<file path="src/hdl/masked_byte_pattern_scanner_core_defines.svh">
// Assertion macros for the masked byte pattern scanner.
`ifndef MASKED_BYTE_PATTERN_SCANNER_CORE_DEFINES_SVH
`define MASKED_BYTE_PATTERN_SCANNER_CORE_DEFINES_SVH

`ifndef SYNTH

// Same-cycle implication
`define MBPS_ASSERT_IMPL(lbl, clk, rst_n, ante, cons, msg) \
  lbl: assert property (@(posedge clk) disable iff (!rst_n) (ante) |-> (cons)) \
    else $error(msg);

// Next-cycle implication
`define MBPS_ASSERT_NEXT(lbl, clk, rst_n, ante, cons, msg) \
  lbl: assert property (@(posedge clk) disable iff (!rst_n) (ante) |=> (cons)) \
    else $error(msg);

`else

`define MBPS_ASSERT_IMPL(lbl, clk, rst_n, ante, cons, msg)
`define MBPS_ASSERT_NEXT(lbl, clk, rst_n, ante, cons, msg)

`endif

`endif

</file>
<file path="src/hdl/mbps_pkg.sv">
package mbps_pkg;

  // Window depth and the longest usable pattern
  localparam int PATTERN_MAX = 16;
  localparam int LEN_CAP     = (PATTERN_MAX < 16) ? PATTERN_MAX : 16;
  localparam int WIN_IW      = (PATTERN_MAX > 1) ? $clog2(PATTERN_MAX) : 1;
  localparam int FIRST_W     = WIN_IW + 1;

  localparam int ADDR_W = 64;
  localparam int LEN_W  = 5;
  localparam int MASK_W = 16;

  // Result queue between scan front and address back end
  localparam int Q_DEPTH = 4;
  localparam int Q_AW    = $clog2(Q_DEPTH);
  localparam int Q_CW    = Q_AW + 1;

  // Configuration register indexes
  localparam int CFG_IW = 3;
  typedef enum logic [CFG_IW-1:0] {
    CFG_PAT_LO     = 3'd0,
    CFG_PAT_HI     = 3'd1,
    CFG_SOLID_MASK = 3'd2,
    CFG_PAT_LEN    = 3'd3,
    CFG_REGION     = 3'd4,
    CFG_FIRST_ONLY = 3'd5
  } cfg_reg_t;

  typedef struct packed {
    logic [63:0]       pat_lo;
    logic [63:0]       pat_hi;
    logic [MASK_W-1:0] solid_mask;
    logic [LEN_W-1:0]  pattern_length;
    logic [ADDR_W-1:0] region_base;
    logic              first_only;
  } cfg_t;

  // One scan result on its way to the queue
  typedef struct packed {
    logic              hit;
    logic [ADDR_W-1:0] offset;
  } scan_res_t;

endpackage

</file>
<file path="src/hdl/mbps_front.sv">
module mbps_front (
  input  logic                          clk,
  input  logic                          rst_n,
  input  logic                          take,
  input  logic [7:0]                    data_byte,
  input  logic                          last_byte,
  input  mbps_pkg::cfg_t                cfg,
  output mbps_pkg::scan_res_t           res
);

  logic [7:0]                    win_r   [mbps_pkg::PATTERN_MAX];
  logic [7:0]                    win_nxt [mbps_pkg::PATTERN_MAX];
  logic [7:0]                    sh      [mbps_pkg::PATTERN_MAX];
  logic [63:0]                   seen_r;
  logic [63:0]                   seen_nxt;
  logic [63:0]                   seen_inc;
  logic                          reported_r;
  logic                          reported_nxt;

  logic [mbps_pkg::LEN_W-1:0]    len;
  logic [mbps_pkg::FIRST_W-1:0]  first_full;
  logic [mbps_pkg::WIN_IW-1:0]   first_idx;
  logic [127:0]                  pat_all;
  logic [mbps_pkg::LEN_CAP-1:0]  solid;
  logic [mbps_pkg::LEN_CAP-1:0]  pos_ok;
  logic                          anchor_ok;
  logic                          enough;
  logic                          hit;

  // Window as it stands once the new byte is shifted in
  always_comb begin
    for (int j = 0; j < mbps_pkg::PATTERN_MAX - 1; j++) begin
      sh[j] = win_r[j+1];
    end
    sh[mbps_pkg::PATTERN_MAX-1] = data_byte;
  end

  // Clamp length and locate the first window byte
  always_comb begin
    if (cfg.pattern_length > mbps_pkg::LEN_W'(mbps_pkg::LEN_CAP)) begin
      len = mbps_pkg::LEN_W'(mbps_pkg::LEN_CAP);
    end else begin
      len = cfg.pattern_length;
    end
    first_full = mbps_pkg::FIRST_W'(mbps_pkg::PATTERN_MAX) - mbps_pkg::FIRST_W'(len);
    first_idx  = first_full[mbps_pkg::WIN_IW-1:0];
    pat_all    = {cfg.pat_hi, cfg.pat_lo};
  end

  // Compare every pattern position against its window byte in parallel
  always_comb begin
    logic [mbps_pkg::FIRST_W-1:0] idx;
    for (int k = 0; k < mbps_pkg::LEN_CAP; k++) begin
      idx      = first_full + mbps_pkg::FIRST_W'(k);
      solid[k] = (mbps_pkg::LEN_W'(k) < len) && cfg.solid_mask[k];
      pos_ok[k] = !solid[k] || (sh[idx[mbps_pkg::WIN_IW-1:0]] == pat_all[8*k +: 8]);
    end
  end

  // Anchor applies only when no position is solid
  assign anchor_ok = (|solid) || (sh[first_idx] == 8'h00);
  // Byte count including the new byte, wrapping at 64 bits
  assign seen_inc  = seen_r + 64'd1;
  assign enough    = seen_inc >= 64'(len);

  assign hit = take && (len != '0) && enough && !(cfg.first_only && reported_r)
               && (&pos_ok) && anchor_ok;

  assign res.hit    = hit;
  assign res.offset = seen_inc - 64'(len);

  // Advance window and counters; last byte clears the region
  always_comb begin
    win_nxt      = win_r;
    seen_nxt     = seen_r;
    reported_nxt = reported_r;
    if (take) begin
      if (last_byte) begin
        for (int j = 0; j < mbps_pkg::PATTERN_MAX; j++) begin
          win_nxt[j] = 8'h00;
        end
        seen_nxt     = '0;
        reported_nxt = 1'b0;
      end else begin
        win_nxt      = sh;
        seen_nxt     = seen_inc;
        reported_nxt = reported_r | hit;
      end
    end
  end

  always_ff @(posedge clk) begin
    if (!rst_n) begin
      for (int j = 0; j < mbps_pkg::PATTERN_MAX; j++) begin
        win_r[j] <= 8'h00;
      end
      seen_r     <= '0;
      reported_r <= 1'b0;
    end else begin
      win_r      <= win_nxt;
      seen_r     <= seen_nxt;
      reported_r <= reported_nxt;
    end
  end

endmodule

</file>
<file path="src/hdl/mbps_fifo.sv">
module mbps_fifo (
  input  logic                        clk,
  input  logic                        rst_n,
  input  logic                        push,
  input  logic [mbps_pkg::ADDR_W-1:0] push_data,
  output logic                        full,
  input  logic                        pop,
  output logic                        nonempty,
  output logic [mbps_pkg::ADDR_W-1:0] pop_data
);

  logic [mbps_pkg::ADDR_W-1:0] mem_r [mbps_pkg::Q_DEPTH];
  logic [mbps_pkg::Q_AW-1:0]   wr_ptr_r;
  logic [mbps_pkg::Q_AW-1:0]   wr_ptr_nxt;
  logic [mbps_pkg::Q_AW-1:0]   rd_ptr_r;
  logic [mbps_pkg::Q_AW-1:0]   rd_ptr_nxt;
  logic [mbps_pkg::Q_CW-1:0]   count_r;
  logic [mbps_pkg::Q_CW-1:0]   count_nxt;
  logic                        do_push;
  logic                        do_pop;

  assign full     = count_r == mbps_pkg::Q_CW'(mbps_pkg::Q_DEPTH);
  assign nonempty = count_r != '0;
  assign pop_data = mem_r[rd_ptr_r];
  assign do_push  = push && !full;
  assign do_pop   = pop && nonempty;

  // Advance pointers, wrap at depth
  always_comb begin
    wr_ptr_nxt = wr_ptr_r;
    rd_ptr_nxt = rd_ptr_r;
    count_nxt  = count_r;
    if (do_push) begin
      wr_ptr_nxt = (wr_ptr_r == mbps_pkg::Q_AW'(mbps_pkg::Q_DEPTH - 1)) ? '0
                   : wr_ptr_r + mbps_pkg::Q_AW'(1);
    end
    if (do_pop) begin
      rd_ptr_nxt = (rd_ptr_r == mbps_pkg::Q_AW'(mbps_pkg::Q_DEPTH - 1)) ? '0
                   : rd_ptr_r + mbps_pkg::Q_AW'(1);
    end
    if (do_push && !do_pop) begin
      count_nxt = count_r + mbps_pkg::Q_CW'(1);
    end else if (do_pop && !do_push) begin
      count_nxt = count_r - mbps_pkg::Q_CW'(1);
    end
  end

  always_ff @(posedge clk) begin
    if (!rst_n) begin
      wr_ptr_r <= '0;
      rd_ptr_r <= '0;
      count_r  <= '0;
    end else begin
      wr_ptr_r <= wr_ptr_nxt;
      rd_ptr_r <= rd_ptr_nxt;
      count_r  <= count_nxt;
    end
  end

  // Store the beat payload
  always_ff @(posedge clk) begin
    if (do_push) begin
      mem_r[wr_ptr_r] <= push_data;
    end
  end

endmodule

</file>
<file path="src/hdl/mbps_back.sv">
module mbps_back (
  input  logic                        clk,
  input  logic                        rst_n,
  input  logic [mbps_pkg::ADDR_W-1:0] region_base,
  input  logic                        q_nonempty,
  input  logic [mbps_pkg::ADDR_W-1:0] q_data,
  output logic                        q_pop,
  input  logic                        out_pop,
  output logic                        out_empty,
  output logic [mbps_pkg::ADDR_W-1:0] out_match_address
);

  logic                        valid_r;
  logic                        valid_nxt;
  logic [mbps_pkg::ADDR_W-1:0] addr_r;
  logic [mbps_pkg::ADDR_W-1:0] addr_nxt;
  logic                        out_take;
  logic                        load;

  assign out_take = out_pop && valid_r;
  assign load     = q_nonempty && (!valid_r || out_take);
  assign q_pop    = load;

  // Form the region address while refilling the output register
  always_comb begin
    valid_nxt = valid_r;
    addr_nxt  = addr_r;
    if (load) begin
      valid_nxt = 1'b1;
      addr_nxt  = region_base + q_data;
    end else if (out_take) begin
      valid_nxt = 1'b0;
    end
  end

  always_ff @(posedge clk) begin
    if (!rst_n) begin
      valid_r <= 1'b0;
    end else begin
      valid_r <= valid_nxt;
    end
  end

  always_ff @(posedge clk) begin
    addr_r <= addr_nxt;
  end

  assign out_empty         = !valid_r;
  assign out_match_address = addr_r;

endmodule

</file>
<file path="src/hdl/masked_byte_pattern_scanner_core.sv">
// Masked byte pattern scanner: takes one region byte per clock on the in_
// queue port and compares the last pattern_length bytes (at most 16) against the
// configured pattern (solid positions must match, wildcards pass) all at
// once; on a match it reports region_base plus the offset of the window's
// first byte. The scan accepts a byte every cycle while in_full is low, so
// the sustained rate is one item per clock; a result passes a 4-entry result
// queue and then the output register that adds region_base before it shows
// on the out_ ports. in_full rises only while that queue is full because
// out_pop is held low. cfg_ready is always high;
// write registers only while the block is idle.
`include "masked_byte_pattern_scanner_core_defines.svh"

module masked_byte_pattern_scanner_core (
  input  logic                        clk,
  input  logic                        rst_n,
  input  logic                        in_push,
  output logic                        in_full,
  input  logic [7:0]                  in_data_byte,
  input  logic                        in_last_byte,
  output logic                        out_empty,
  input  logic                        out_pop,
  output logic [mbps_pkg::ADDR_W-1:0] out_match_address,
  input  logic                        cfg_valid,
  output logic                        cfg_ready,
  input  logic [mbps_pkg::CFG_IW-1:0] cfg_index,
  input  logic [63:0]                 cfg_data
);

  mbps_pkg::cfg_t              cfg_r;
  mbps_pkg::cfg_t              cfg_nxt;
  mbps_pkg::scan_res_t         scan_res;
  logic                        take;
  logic                        q_full;
  logic                        q_nonempty;
  logic                        q_pop;
  logic [mbps_pkg::ADDR_W-1:0] q_data;

  assign cfg_ready = 1'b1;
  assign in_full   = q_full;
  assign take      = in_push && !q_full;

  // Decode register writes
  always_comb begin
    cfg_nxt = cfg_r;
    if (cfg_valid) begin
      case (cfg_index)
        mbps_pkg::CFG_PAT_LO:     cfg_nxt.pat_lo         = cfg_data;
        mbps_pkg::CFG_PAT_HI:     cfg_nxt.pat_hi         = cfg_data;
        mbps_pkg::CFG_SOLID_MASK: cfg_nxt.solid_mask     = cfg_data[mbps_pkg::MASK_W-1:0];
        mbps_pkg::CFG_PAT_LEN:    cfg_nxt.pattern_length = cfg_data[mbps_pkg::LEN_W-1:0];
        mbps_pkg::CFG_REGION:     cfg_nxt.region_base    = cfg_data;
        mbps_pkg::CFG_FIRST_ONLY: cfg_nxt.first_only     = cfg_data[0];
        default: ;
      endcase
    end
  end

  always_ff @(posedge clk) begin
    if (!rst_n) begin
      cfg_r <= '{pat_lo: '0, pat_hi: '0, solid_mask: '0,
                 pattern_length: mbps_pkg::LEN_W'(1), region_base: '0,
                 first_only: 1'b0};
    end else begin
      cfg_r <= cfg_nxt;
    end
  end

  mbps_front u_front (
    .clk       (clk),
    .rst_n     (rst_n),
    .take      (take),
    .data_byte (in_data_byte),
    .last_byte (in_last_byte),
    .cfg       (cfg_r),
    .res       (scan_res)
  );

  mbps_fifo u_fifo (
    .clk       (clk),
    .rst_n     (rst_n),
    .push      (scan_res.hit),
    .push_data (scan_res.offset),
    .full      (q_full),
    .pop       (q_pop),
    .nonempty  (q_nonempty),
    .pop_data  (q_data)
  );

  mbps_back u_back (
    .clk               (clk),
    .rst_n             (rst_n),
    .region_base       (cfg_r.region_base),
    .q_nonempty        (q_nonempty),
    .q_data            (q_data),
    .q_pop             (q_pop),
    .out_pop           (out_pop),
    .out_empty         (out_empty),
    .out_match_address (out_match_address)
  );

  // Checks
  `MBPS_ASSERT_IMPL(a_hit_needs_take, clk, rst_n, scan_res.hit, take, "scan hit without an accepted beat")
  `MBPS_ASSERT_IMPL(a_no_push_full, clk, rst_n, scan_res.hit, !q_full, "result pushed into a full queue")
  `MBPS_ASSERT_NEXT(a_refill_out, clk, rst_n, q_nonempty && out_empty, !out_empty, "queued result not moved to output")

endmodule

</file>
<file path="config.mk">
export PLATFORM = sky130hd
export DESIGN_NAME = masked_byte_pattern_scanner_core
export DESIGN_NICKNAME = d
export VERILOG_FILES = /design/src/hdl/mbps_pkg.sv /design/src/hdl/mbps_front.sv /design/src/hdl/mbps_fifo.sv /design/src/hdl/mbps_back.sv /design/src/hdl/masked_byte_pattern_scanner_core.sv
export VERILOG_INCLUDE_DIRS = /design/src /design/src/hdl
export SDC_FILE = /design/constraint.sdc
export NUM_CORES = 2
export LEC_CHECK = 0
export BUFFER_PORTS_ARGS = -buffer_cell sky130_fd_sc_hd__buf_2
export CAP_MARGIN = 40
export CORE_MARGIN = 2
export CORE_UTILIZATION = 50
export DETAILED_ROUTE_END_ITERATION = 16
export PLACE_DENSITY = 0.66
export SYNTH_ARGS = -nofsm -noshare
export SYNTH_HDL_FRONTEND = slang
export SYNTH_SLANG_ARGS = --single-unit
</file>
<file path="constraint.sdc">
create_clock -name clk -period 14.5 [get_ports clk]
set_input_delay 2.9 -clock clk [delete_from_list [all_inputs] [get_ports clk]]
set_output_delay 2.9 -clock clk [all_outputs]
set_load 0.005 [all_outputs]
</file>
==> flow_summary.yaml <==
run_status:
  outcome: "finished, final reports clean"
drt:
  vias_per_cell: 6.388
  drcViolationCount: 0
  drtAntennaViolNets: 0
  vias: 36130
  drt_iter0_markers: 4600
  wl_per_cell_um: 26.06
  wirelength_mm: 147.4
  dr.pass1.iters: 8
clocking:
  cts_setup_buffers: 0
  cts-resized-gates: 0
  clkSinkCount: 729
  clockRootBuffer: "clkbuf_16"
  cts.path.max_buffers: 3
  cts_tree: "done"
  clk_pin_slew_ns: 0.07
  postCtsHoldBufs: 0
  numCtsBuffers: 80
  htree_levels: 3
  clk_latency_ns: 0.66
min_path:
  worstHoldPathCells: 2
  min_from: "cfg_r[83]"
  hold_path_class: "reg -> reg"
  min_to: "cfg_r[83]"
sta:
  hold_viol: 0
  fin_skew_ns: 0.03036
  clock.fmax_ghz: 0.1241
  slew_viol_final: 0
  finalSetupViolations: 0
  rsz0062_at_grt: "false"
  period_needed_ns: 8.059
  max-slew-margin-rel_pct: 27.48
  worst_slew_pin_slew_ns: 1.088
  fin_crit_sh_pct: 55.58
  setup_tns_ns: 0
die:
  floorplan.initialDensity_pct: 50.31
  boundaryPins: 148
  core-area_um2: 86480
  die-width_um: 299.0
  die_h_um: 299.0
  row_count: 108
  die_area_um2: 89390
yosys:
  synth_ff_type: "dfxtp_1"
  synth_area_leaders: "edfxtp_1, dfxtp_1, mux4_2"
  syn_area_um2: 43510
  synth_top_area_share_pct: 22.09
  yosysWarnings: 0
  async_reset_ff_share_pct: 0
  synth_cell_types: 105
  synth_edf_count: 320
  syn_nets: 4630
  postSynthAreaPerCell_um2: 9.735
  synthCells: 4469
  ys_ff_latch: 729
  ys_seq_area_share_pct: 40.91
  synth_top_cell_by_area: "edfxtp_1"
final_layout:
  drive_above_1_share_pct: 14.33
  area_growth_pct: 10.22
  nNetsFinal: 4597
  nFillCells: 7570
global_routing:
  grt_pass1_vias: 32670
  gr-usage-all-layers_pct: 32.21
  grt_pass1_wl_mm: 215.9
  grt.overflow.total: 0
  antenna_found_initial: 3
  grt_max_degree: 211
setup_path:
  start_kind: "flip-flop"
  crit_type: "reg -> reg"
  cp_num_buf_inv: 5
  path_cells: "buf_4 -> nor2b_4 -> inv_2 -> buf_4 -> ha_4 -> inv_2 -> ha_1 -> nand2_1 -> nand3_1 -> nand2_1 -> mux4_2 -> a32oi_1 -> o21ai_0 -> o21ai_0 -> nand4_1 -> o221a_2 -> or4_4 -> nor2_1 -> ha_1 -> inv_1 -> fa_1 -> xor2_1 -> or3_1 -> a21oi_1"
  slowest_delay_ns: 0.75
  cp.arrival_ns: 8.64
  r2r_setup_slack_ns: 6.44
  cp-end-kind: "flip-flop"
  reg2reg_depth: 24
  critPathSlowestCell: "nand2_1"
  worstPathMaxFanout: 47
  cp.required_ns: 15.08
  rr_startpoint: "cfg_r[69]"
  cp_top_family: "simple AND/OR/NAND/NOR gates"
  worstReg2RegEnd: "u_fifo.count_r[2]"
placed_design:
  place_hpwl_mm: 107.5
  gp_congestion: 1.026
  io_buffers: 146
flow_run:
  drv_cap: 0
power:
  leakage_nw: 17.91
  ir_drop_mv: 0.1191
  power.density_nw_per_um2: 126.9
  power.total_mw: 6.085
worst max path at each step:
| stage | endpoint | cells after the start | slack [ns] | start |
|---|---|---|---|---|
| after global routing | u_fifo.count_r[2] | 24 | 6.19 | cfg_r[69] |
| after CTS | u_fifo.count_r[2] | 24 | 6.70 | cfg_r[69] |
| final | u_fifo.count_r[2] | 24 | 6.44 | cfg_r[69] |
| after floorplan | u_fifo.count_r[2] | 9 | 6.77 | out_pop |
| after detailed placement | u_fifo.count_r[2] | 24 | 6.75 | cfg_r[69] |
| after global placement | u_fifo.mem_r[0][50] | 16 | 6.48 | cfg_r[69] |
cell families after synthesis:
family / share of synthesized area (%)
DFF: 40.91
muxes: 17.16
buffers and inverters: 3.592
and+or+nand+nor: 16.73
other: 0.008619
AOI/OAI and AO/OA: 13.12
adders and majority gates: 2.375
xor gates and xnor gates: 6.100
worst register-to-register path, cell delays in order (launching register included):
cell     delay (ns)
dfxtp_2        0.36
buf_4          0.51
nor2b_4        0.09
inv_2          0.07
buf_4          0.59
ha_4           0.63
inv_2          0.37
ha_1           0.38
nand2_1        0.17
nand3_1        0.31
nand2_1        0.75
mux4_2         0.44
a32oi_1        0.20
o21ai_0        0.11
o21ai_0        0.23
nand4_1        0.19
o221a_2        0.36
or4_4          0.56
nor2_1         0.37
ha_1           0.26
inv_1          0.06
fa_1           0.37
xor2_1         0.18
or3_1          0.30
a21oi_1        0.13
power breakdown:
part | internal (mW) | switching, mW | total (mW) | leakage, nW
Clock | 1.31 | 0.887 | 2.20 | 1.38
Sequential | 2.38 | 0.0846 | 2.46 | 6.27
Combinational | 0.540 | 0.887 | 1.43 | 10.3
per-stage QoR:
stage                     hold slack, ns  cells  util (%)  instance area, um^2  worst slack [ns]
after floorplan                   0.4325   4469         -                43510             6.773
after global placement            0.4437   5490     51.81                44810             6.478
after detailed placement          0.4509   5507     52.14                45090             6.751
after CTS                         0.4594   5653     55.43                47940             6.698
after global routing              0.4745   5655     55.44                47950             6.187
final                             0.4620   5656     55.45                47950             6.441
final cells by class:
| cell class | instances | area (um^2) | area share [%] |
|---|---|---|---|
| diodes | 1 | 2.502 | 0.005219 |
| clock buffers | 107 | 2226 | 4.642 |
| clock inverters | 39 | 623.1 | 1.299 |
| inverters | 58 | 227.7 | 0.4749 |
| multi-input cells | 3360 | 24270 | 50.62 |
| flip-flops and latches | 729 | 17810 | 37.14 |
| well taps | 1155 | 1445 | 3.014 |
| repair buffers | 207 | 1349 | 2.813 |
cells in the final DEF, fill, tap and decap left out, drive strengths merged, types with 25 or more instances in the layout:
| cell type | netlist | final |
|---|---|---|
| nor4 | 29 | 29 |
| mux2i | 270 | 270 |
| ha | 77 | 77 |
| buf | 95 | 204 |
| mux2 | 39 | 39 |
| a22oi | 25 | 25 |
| a21o | 60 | 60 |
| o21ai | 151 | 151 |
| nor3 | 72 | 72 |
| clkbuf | 227 | 108 |
| nand3 | 91 | 91 |
| a21oi | 490 | 490 |
| mux4 | 192 | 192 |
| or3 | 31 | 31 |
| nand2 | 617 | 617 |
| xnor2 | 184 | 184 |
| nand2b | 27 | 27 |
| nor2 | 318 | 318 |
| dfxtp | 409 | 409 |
| nand4 | 49 | 49 |
| xor2 | 113 | 113 |
| and3 | 166 | 166 |
| edfxtp | 320 | 320 |
| inv | 57 | 60 |
layer usage:
| layer | up-vias | routed length [um] | global-route usage (%) |
|---|---|---|---|
| met5 | - | 43 | 0 |
| met4 | 6 | 5003 | 10.33 |
| met3 | 266 | 17990 | 8.833 |
| met2 | 1954 | 61620 | 45.99 |
| met1 | 17570 | 62720 | 47.20 |
| li1 | 16340 | - | - |
state kept, by name, indices dropped and copies added, names as in the netlist, named ones only:
name,cells
u_front.sh,120
u_fifo.mem_r,256
u_fifo.count_r,3
u_fifo.rd_ptr_r,2
cfg_r,214
u_front.seen_r,64
u_back.out_match_address,64
u_fifo.wr_ptr_r,2
u_front.reported_r,1
u_back.valid_r,1
synthesized netlist by cell type (all sizes together), types with 77 or more instances:
master and n:
ha 77, dfxtp 409, buf 95, nor2 318, a21oi 490, mux4 192, edfxtp 320, nand2 617
o21ai 151, clkbuf 227, and3 166, xor2 113, nand3 91, mux2i 270, xnor2 184
(Power assumes the default switching activity.)
